===== src/sv/upc_pkg.sv =====
// Package for the URL percent codec: command type passed from front to back,
// queue sizing and the character helper functions. No dependencies.
`default_nettype none

package upc_pkg;

  localparam int unsigned QDepth  = 2;
  localparam int unsigned QPtrW   = (QDepth > 1) ? $clog2(QDepth) : 1;
  localparam int unsigned QLevelW = $clog2(QDepth + 1);

  localparam logic [7:0] CharPct = 8'h25;

  // unescape progress: nothing, a '%' held, '%' plus first hex char held
  typedef enum logic [1:0] {
    HELD_NONE    = 2'd0,
    HELD_PCT     = 2'd1,
    HELD_PCT_CHR = 2'd2
  } held_e;

  // one accepted byte worth of output: cnt bytes, last flag on the final one
  typedef struct packed {
    logic [1:0] cnt;
    logic [7:0] b0;
    logic [7:0] b1;
    logic [7:0] b2;
    logic       last;
  } cmd_t;

  typedef struct packed {
    logic       busy;
    logic [1:0] idx;
    logic [1:0] cnt;
  } back_stat_t;

  function automatic logic is_plain(input logic [7:0] c);
    return (c >= 8'h61 && c <= 8'h7a) || (c >= 8'h41 && c <= 8'h5a) ||
           (c >= 8'h30 && c <= 8'h39);
  endfunction

  function automatic logic [3:0] hex_val(input logic [7:0] c);
    logic [7:0] t;
    t = 8'h00;
    if (c >= 8'h30 && c <= 8'h39) t = c - 8'h30;
    else if (c >= 8'h61 && c <= 8'h66) t = c - 8'h57;
    else if (c >= 8'h41 && c <= 8'h46) t = c - 8'h37;
    return t[3:0];
  endfunction

  function automatic logic [7:0] hex_chr(input logic [3:0] v);
    return (v < 4'd10) ? (8'h30 + {4'h0, v}) : (8'h37 + {4'h0, v});
  endfunction

endpackage

`default_nettype wire


===== src/sv/upc_front.sv =====
// Front end: accepts input bytes, tracks the unescape hold state and turns
// each byte into a command of zero to three output bytes. Uses upc_pkg.
`default_nettype none

module upc_front (
  input  wire logic          clk_i,
  input  wire logic          rst_ni,
  input  wire logic          mode_i,
  input  wire logic          clear_i,
  input  wire logic          accept_i,
  input  wire logic [7:0]    data_byte_i,
  input  wire logic          last_byte_i,
  output upc_pkg::cmd_t      cmd_o,
  output logic               push_o
);

  upc_pkg::held_e held_q, held_d;
  logic [7:0]     chr_q, chr_d;

  always_ff @(posedge clk_i or negedge rst_ni) begin
    if (!rst_ni) begin
      held_q <= upc_pkg::HELD_NONE;
    end else begin
      held_q <= held_d;
    end
  end

  always_ff @(posedge clk_i) begin
    chr_q <= chr_d;
  end

  always_comb begin
    held_d      = held_q;
    chr_d       = chr_q;
    push_o      = 1'b0;
    cmd_o.cnt   = 2'd0;
    cmd_o.b0    = data_byte_i;
    cmd_o.b1    = 8'h00;
    cmd_o.b2    = 8'h00;
    cmd_o.last  = last_byte_i;
    if (accept_i) begin
      if (!mode_i) begin
        push_o = 1'b1;
        if (upc_pkg::is_plain(data_byte_i)) begin
          cmd_o.cnt = 2'd1;
        end else begin
          cmd_o.cnt = 2'd3;
          cmd_o.b0  = upc_pkg::CharPct;
          cmd_o.b1  = upc_pkg::hex_chr(data_byte_i[7:4]);
          cmd_o.b2  = upc_pkg::hex_chr(data_byte_i[3:0]);
        end
      end else begin
        unique case (held_q)
          upc_pkg::HELD_PCT_CHR: begin
            push_o    = 1'b1;
            held_d    = upc_pkg::HELD_NONE;
            cmd_o.cnt = 2'd1;
            cmd_o.b0  = {upc_pkg::hex_val(chr_q), upc_pkg::hex_val(data_byte_i)};
          end
          upc_pkg::HELD_PCT: begin
            if (last_byte_i) begin
              // stream ends early: held '%' leaves as a literal
              push_o    = 1'b1;
              held_d    = upc_pkg::HELD_NONE;
              cmd_o.cnt = 2'd2;
              cmd_o.b0  = upc_pkg::CharPct;
              cmd_o.b1  = data_byte_i;
            end else begin
              chr_d  = data_byte_i;
              held_d = upc_pkg::HELD_PCT_CHR;
            end
          end
          default: begin
            held_d = upc_pkg::HELD_NONE;
            if (data_byte_i == upc_pkg::CharPct && !last_byte_i) begin
              held_d = upc_pkg::HELD_PCT;
            end else begin
              push_o    = 1'b1;
              cmd_o.cnt = 2'd1;
            end
          end
        endcase
      end
    end
    if (clear_i) held_d = upc_pkg::HELD_NONE;
  end

endmodule

`default_nettype wire


===== src/sv/upc_queue.sv =====
// Short command queue between front and back end.
// Uses upc_pkg for the command type and depth.
`default_nettype none

module upc_queue (
  input  wire logic                      clk_i,
  input  wire logic                      rst_ni,
  input  wire logic                      push_i,
  input  wire upc_pkg::cmd_t             cmd_i,
  input  wire logic                      pop_i,
  output upc_pkg::cmd_t                  cmd_o,
  output logic                           full_o,
  output logic                           empty_o,
  output logic [upc_pkg::QLevelW-1:0]    level_o
);

  upc_pkg::cmd_t                   mem_q [upc_pkg::QDepth];
  logic [upc_pkg::QPtrW-1:0]       wr_q, wr_d, rd_q, rd_d;
  logic [upc_pkg::QLevelW-1:0]     lvl_q, lvl_d;

  function automatic logic [upc_pkg::QPtrW-1:0] ptr_inc(
      input logic [upc_pkg::QPtrW-1:0] p);
    return (p == upc_pkg::QPtrW'(upc_pkg::QDepth - 1)) ? '0 : p + 1'b1;
  endfunction

  assign full_o  = (lvl_q == upc_pkg::QLevelW'(upc_pkg::QDepth));
  assign empty_o = (lvl_q == '0);
  assign level_o = lvl_q;
  assign cmd_o   = mem_q[rd_q];

  always_comb begin
    wr_d  = push_i ? ptr_inc(wr_q) : wr_q;
    rd_d  = pop_i  ? ptr_inc(rd_q) : rd_q;
    lvl_d = lvl_q;
    if (push_i && !pop_i) lvl_d = lvl_q + 1'b1;
    else if (!push_i && pop_i) lvl_d = lvl_q - 1'b1;
  end

  always_ff @(posedge clk_i or negedge rst_ni) begin
    if (!rst_ni) begin
      wr_q  <= '0;
      rd_q  <= '0;
      lvl_q <= '0;
    end else begin
      wr_q  <= wr_d;
      rd_q  <= rd_d;
      lvl_q <= lvl_d;
    end
  end

  always_ff @(posedge clk_i) begin
    if (push_i) mem_q[wr_q] <= cmd_i;
  end

endmodule

`default_nettype wire


===== src/sv/upc_back.sv =====
// Back end: takes commands from the queue and sends their bytes one per
// cycle on the output channel while out_stall_i is low. Uses upc_pkg.
`default_nettype none

module upc_back (
  input  wire logic          clk_i,
  input  wire logic          rst_ni,
  input  wire upc_pkg::cmd_t cmd_i,
  input  wire logic          empty_i,
  output logic               pop_o,
  output logic               out_valid_o,
  input  wire logic          out_stall_i,
  output logic [7:0]         out_byte_o,
  output logic               out_last_o,
  output upc_pkg::back_stat_t stat_o
);

  upc_pkg::cmd_t cur_q, cur_d;
  logic          busy_q, busy_d;
  logic [1:0]    idx_q, idx_d;
  logic          xfer, at_end;

  assign xfer        = busy_q && !out_stall_i;
  assign at_end      = (idx_q == cur_q.cnt - 2'd1);
  assign out_valid_o = busy_q;
  assign out_last_o  = cur_q.last && at_end;
  assign stat_o      = '{busy: busy_q, idx: idx_q, cnt: cur_q.cnt};

  always_comb begin
    unique case (idx_q)
      2'd0:    out_byte_o = cur_q.b0;
      2'd1:    out_byte_o = cur_q.b1;
      default: out_byte_o = cur_q.b2;
    endcase
  end

  always_comb begin
    cur_d  = cur_q;
    busy_d = busy_q;
    idx_d  = idx_q;
    pop_o  = 1'b0;
    if (!busy_q || (xfer && at_end)) begin
      pop_o  = !empty_i;
      busy_d = !empty_i;
      idx_d  = 2'd0;
      if (!empty_i) cur_d = cmd_i;
    end else if (xfer) begin
      idx_d = idx_q + 2'd1;
    end
  end

  always_ff @(posedge clk_i or negedge rst_ni) begin
    if (!rst_ni) begin
      busy_q <= 1'b0;
      idx_q  <= 2'd0;
    end else begin
      busy_q <= busy_d;
      idx_q  <= idx_d;
    end
  end

  always_ff @(posedge clk_i) begin
    cur_q <= cur_d;
  end

endmodule

`default_nettype wire


===== src/sv/url_percent_codec_unit.sv =====
// Top level of the URL percent codec: APB register, front end, queue, back end.
// Depends on upc_pkg, upc_front, upc_queue and upc_back.
//
// Converts a byte stream marked by last_byte_i. decode_mode (address 0, bit 0)
// selects escape (0) or unescape (1); a write clears any held '%' sequence.
// An input byte is taken every cycle while the two-entry command queue has
// room; the output side moves one byte per cycle while out_stall_i is low,
// so in escape mode a byte that expands to three characters holds the
// output for all three of them, and the output channel sets the sustained
// input rate. A held '%' and its first hex character produce no output until
// the sequence completes.
`default_nettype none

module url_percent_codec_unit (
  input  wire logic        clk_i,
  input  wire logic        rst_ni,
  input  wire logic        psel,
  input  wire logic        penable,
  input  wire logic        pwrite,
  input  wire logic [2:0]  paddr,
  input  wire logic [31:0] pwdata,
  output logic      [31:0] prdata,
  output logic             pready,
  input  wire logic        in_valid_i,
  output logic             in_stall_o,
  input  wire logic [7:0]  data_byte_i,
  input  wire logic        last_byte_i,
  output logic             out_valid_o,
  input  wire logic        out_stall_i,
  output logic [7:0]       out_byte_o,
  output logic             out_last_o
);

  logic                          mode_q, mode_d;
  logic                          cfg_wr;
  logic                          accept;
  logic                          push, pop, full, empty;
  logic [upc_pkg::QLevelW-1:0]   level;
  upc_pkg::cmd_t                 f_cmd, q_cmd;
  upc_pkg::back_stat_t           bstat;

  assign pready  = 1'b1;
  assign cfg_wr  = psel && penable && pwrite && !paddr[2];
  assign prdata  = paddr[2] ? 32'h0 : {31'h0, mode_q};
  assign mode_d  = cfg_wr ? pwdata[0] : mode_q;

  always_ff @(posedge clk_i or negedge rst_ni) begin
    if (!rst_ni) begin
      mode_q <= 1'b0;
    end else begin
      mode_q <= mode_d;
    end
  end

  assign in_stall_o = full;
  assign accept     = in_valid_i && !full;

  upc_front u_front (
    .clk_i,
    .rst_ni,
    .mode_i      (mode_q),
    .clear_i     (cfg_wr),
    .accept_i    (accept),
    .data_byte_i,
    .last_byte_i,
    .cmd_o       (f_cmd),
    .push_o      (push)
  );

  upc_queue u_queue (
    .clk_i,
    .rst_ni,
    .push_i  (push),
    .cmd_i   (f_cmd),
    .pop_i   (pop),
    .cmd_o   (q_cmd),
    .full_o  (full),
    .empty_o (empty),
    .level_o (level)
  );

  upc_back u_back (
    .clk_i,
    .rst_ni,
    .cmd_i       (q_cmd),
    .empty_i     (empty),
    .pop_o       (pop),
    .out_valid_o,
    .out_stall_i,
    .out_byte_o,
    .out_last_o,
    .stat_o      (bstat)
  );

  a_level_bound: assert property (@(posedge clk_i) disable iff (!rst_ni)
    level <= upc_pkg::QLevelW'(upc_pkg::QDepth))
    else $error("command queue level out of range");

  a_idx_in_cmd: assert property (@(posedge clk_i) disable iff (!rst_ni)
    out_valid_o |-> (bstat.cnt != 2'd0 && bstat.idx < bstat.cnt))
    else $error("output index outside current command");

  a_last_on_final: assert property (@(posedge clk_i) disable iff (!rst_ni)
    (out_valid_o && out_last_o) |-> (bstat.idx == bstat.cnt - 2'd1))
    else $error("last flag before final byte of command");

  a_pop_nonempty: assert property (@(posedge clk_i) disable iff (!rst_ni)
    pop |-> (level != '0))
    else $error("pop from empty command queue");

endmodule

`default_nettype wire

===== config.mk =====
export PLATFORM = sky130hd
export DESIGN_NAME = url_percent_codec_unit
export DESIGN_NICKNAME = d
export VERILOG_FILES = /design/src/sv/upc_pkg.sv /design/src/sv/upc_front.sv /design/src/sv/upc_queue.sv /design/src/sv/upc_back.sv /design/src/sv/url_percent_codec_unit.sv
export SDC_FILE = /design/constraint.sdc
export NUM_CORES = 1
export LEC_CHECK = 0
export ABC_AREA = 1
export BUFFER_PORTS_ARGS = -buffer_cell sky130_fd_sc_hd__clkbuf_2
export CAP_MARGIN = 20
export CORE_MARGIN = 2
export CORE_UTILIZATION = 40
export DETAILED_ROUTE_END_ITERATION = 16
export HOLD_SLACK_MARGIN = 0.03
export PLACE_DENSITY = 0.67
export SLEW_MARGIN = 40
export SYNTH_ARGS = -nofsm -noshare
export SYNTH_HDL_FRONTEND = slang
export SYNTH_SLANG_ARGS = --single-unit

===== constraint.sdc =====
create_clock -name clk_i -period 7.6 [get_ports clk_i]
set_input_delay 1.52 -clock clk_i [delete_from_list [all_inputs] [get_ports clk_i]]
set_output_delay 1.52 -clock clk_i [all_outputs]
set_load 0.05 [all_outputs]

==> Flow_metrics.wiki <==
{| class="wikitable"
! Metric !! Value
|-
| Total negative slack || 0 ns
|-
| Initial Util || 40.8%
|-
| Routed length on met1 || 4.33 mm
|-
| Worst-path fanout max || 9
|-
| Fraction of final layout cells sized beyond drive strength 1 || 13.7%
|-
| Final setup violation count || 0
|-
| Routed Wire Length || slightly above 10 mm
|-
| Highest-count cells in the layout ignoring fill and taps || sky130_fd_sc_hd__nand2_1, sky130_fd_sc_hd__edfxtp_1, sky130_fd_sc_hd__inv_1
|-
| Static leakage || around 2.4 nW
|-
| HPWL after detailed placement || 7.36 mm
|-
| Htree depth || 3
|-
| Cts bufs inserted || 9
|-
| Area occupied by multi-input gates || around 1900 sq um
|-
| Final count of pins violating max slew || 0
|-
| Critical path startpoint category || flip-flop
|-
| Layout filler cell count || roughly 1,200
|-
| Core ar. || 12,600 sq um
|-
| Main synth FF type || sky130_fd_sc_hd__edfxtp_1
|-
| Dominant delay contributor by cell family on the critical path || simple AND/OR/NAND/NOR gates
|-
| Headroom to the max-slew limit || roughly 48%
|-
| Buf/Inv on CP || 2
|-
| Via count of the first global-routing pass || ~3,400
|-
| Required time of the worst setup path || around 6.1 ns
|-
| N_diodes || 0
|-
| Slowest Stage Delay on Critical Path || 0.53 ns
|-
| Root cell of the clock tree || sky130_fd_sc_hd__clkbuf_16
|-
| Power density cells || approximately 370 nW/um^2
|-
| GR Overflow Total || 0
|-
| Average cell area after synthesis || 9.57 sq um
|-
| Deepest clock path buffer count || 2
|-
| Iteration-0 DRC count of the detailed router || approximately 270
|-
| Hold Worst Slack || roughly 0.51 ns
|-
| Average wire per standard cell || between 10 and 15 um
|-
| Setup Buffers After CTS || 0
|-
| Kind of path behind the tightest hold check || flip-flop to flip-flop
|-
| Global-route wire length before repair || approximately 17 mm
|-
| Count of port buffers added during placement || 29
|-
| Number of instances in the placed design || between 700 and 800
|-
| Warnings, synthesis || 0
|-
| Worst setup skew after layout || about 0.011 ns
|-
| Synthesis-stage register bit count || 96
|-
| Largest net degree at the start of global routing || 28
|-
| Async SR Flop Fraction || between 10% and 20%
|-
| Vias/cell || roughly 4.8
|-
| Clock insertion delay at the later pin of the skew report || about 0.35 ns
|-
| Ordered cell list for the critical path || inv_1, ha_1, nor2_1, a22oi_1, nand2_1, clkbuf_2
|-
| Outcome || finished, final reports clean
|-
| Count of endpoints failing hold in the final timing report || 0
|-
| Die Outline Area || around 14,000 sq um
|-
| Number of antenna violations at the first check in global routing || 0
|-
| Max VDD drop || approximately 0.15 mV
|-
| Kind of critical path || flip-flop to primary output
|-
| Antenna violation net count after detailed routing || 0
|-
| RSZ-0062 raised after global routing || no
|-
| Sequential-to-total area share from yosys stat || approximately 55%
|-
| TritonCTS clock tree || yes
|-
| Total of hold buffers inserted after clock tree synthesis || 0
|-
| CP max stage cell || sky130_fd_sc_hd__nor2_1
|-
| Pre-CTS setup slack || 3.85 ns
|-
| Number of synthesized flops with an enable pin || between 80 and 90
|-
| Count of max-cap constraint violations || 0
|-
| Min cycle time layout || roughly 3.8 ns
|-
| Top Ports || 95
|-
| Met2 wirelength from detailed routing || between 5 and 6 mm
|-
| Kind of end point of the critical path || primary output
|-
| Most common cell after layout, fill and taps aside || sky130_fd_sc_hd__nand2_1
|-
| Routed met3 length || around 550 um
|-
| Clk sink count || between 90 and 100
|-
| Area of the mapped netlist || slightly above 5000 sq um
|-
| Resize count post-CTS || 0
|-
| All-layer global routing usage || ~16%
|-
| Post-route insts no fill || 740
|-
| Slew at the pin closest to its max-slew limit || 0.782 ns
|-
| DRT Pass-1 Iters || 4
|-
| Last weighted congestion value of the routability-driven placer || about 0.95
|-
| Highest signal layer in the routed design || met4
|-
| Count of mapped cells out of synthesis || between 500 and 600
|-
| X dimension of the die || approximately 120 um
|-
| Site Rows || 41
|-
| Net count of the finished layout || 631
|-
| Area overhead of the layout relative to synthesis || 9.41%
|-
| Clk slew on worst S/H paths || 0.06 ns
|-
| Critical path data arrival time || 2.29 ns
|-
| Post-synth cell types || 40
|-
| Worst setup slack after layout || around 3.8 ns
|-
| Maximum clock frequency || 263 MHz
|-
| Via count of the routed design || 3,524
|-
| Footprint of the flip-flops and latches || 2830 sq um
|-
| Total DRC errors in the routed layout || 0
|-
| Final clock period utilization by the worst path || 50.1%
|-
| Die boundary height || 117 um
|}
## where the power goes
group          leakage, nW  internal [W]  switching (W)
logic                 1.33      0.000176       0.000576
clock network        0.148      0.000258       0.000193
registers            0.937      0.000812      0.0000786
## routing by layer
metal | up-vias | global-route usage [%]
met2 | 111 | 27.9
met3 | 13 | 3.45
met5 | - | 0
met1 | 1636 | 19.6
li1 | 1764 | -
met4 | 0 | 6.90
## kinds of logic after synthesis
group	after synthesis	synth area share (%)
other	2	0.146
buffers and inverters	95	9.73
AOI/OAI and AO/OA	56	6.34
DFF	96	55.2
adders and majority gates	17	4.15
and+or+nand+nor	261	22.9
xor gates and xnor gates	9	1.54
## worst min-delay path: cells and delay by family, from the launching register on
family | cells | cell delay, ns
DFF | 1 | 0.32
and+or+nand+nor | 2 | 0.09
## through the flow
stage | util [%] | area [sq um] | total power, W
after CTS | 44.7 | 5610 | 0.00212
after global routing | 44.7 | 5610 | 0.00223
after global placement | 42.3 | 5310 | 0.00164
final | 44.7 | 5610 | 0.00209
after detailed placement | 42.3 | 5310 | 0.00167
after floorplan | - | 5240 | 0.00148
## worst paths after layout
check / slack, ns / startpoint / end / depth (start not counted)
setup / recovery: 3.79 / u_back.idx_q[0] / out_byte_o[4] / 6
hold / removal: 0.51 / u_queue.mem_q[0][0] / u_back.cur_q[0] / 2
setup reg to reg: 5.42 / u_queue.level_o[0] / u_queue.level_o[1] / 8
hold reg to reg: 0.51 / u_queue.mem_q[0][0] / u_back.cur_q[0] / 2
max in group asynchronous: 6.33 / rst_ni / u_queue.rd_q / 1
min in group asynchronous: 1.04 / rst_ni / u_queue.level_o[1] / 1
## state kept, by name, indices dropped and copies added (netlist names)
signal and count:
u_back.out_valid_o 1, mode_q 1, u_queue.wr_q 1, u_queue.mem_q 52, u_back.stat_o 2, u_back.idx_q 2
u_front.chr_q 8, u_queue.level_o 2, u_front.held_q 2, u_back.cur_q 24, u_queue.rd_q 1
## synthesized netlist by cell type, drive strengths merged (7+ instances only)
cell | n | area share [%]
nand3 | 28 | 3.4
nand2 | 173 | 14
o21ai | 21 | 2.2
dfrtp | 10 | 4.9
a22oi | 7 | 1.0
edfxtp | 86 | 50
nor3 | 14 | 1.6
ha | 17 | 4.1
a21oi | 20 | 2.0
inv | 49 | 3.6
buf | 39 | 5.6
nor2 | 43 | 3.3
## cell type report
type                    instances  share of cell area (%)
clock buffers                   9                    4.01
multi-input cells             375                    34.1
clock inverters                 7                    1.34
repair buffers                 31                    2.85
well taps                     172                    3.83
inverters                      50                    3.34
flip-flops and latches         96                    50.5
(Power assumes the default switching activity.)
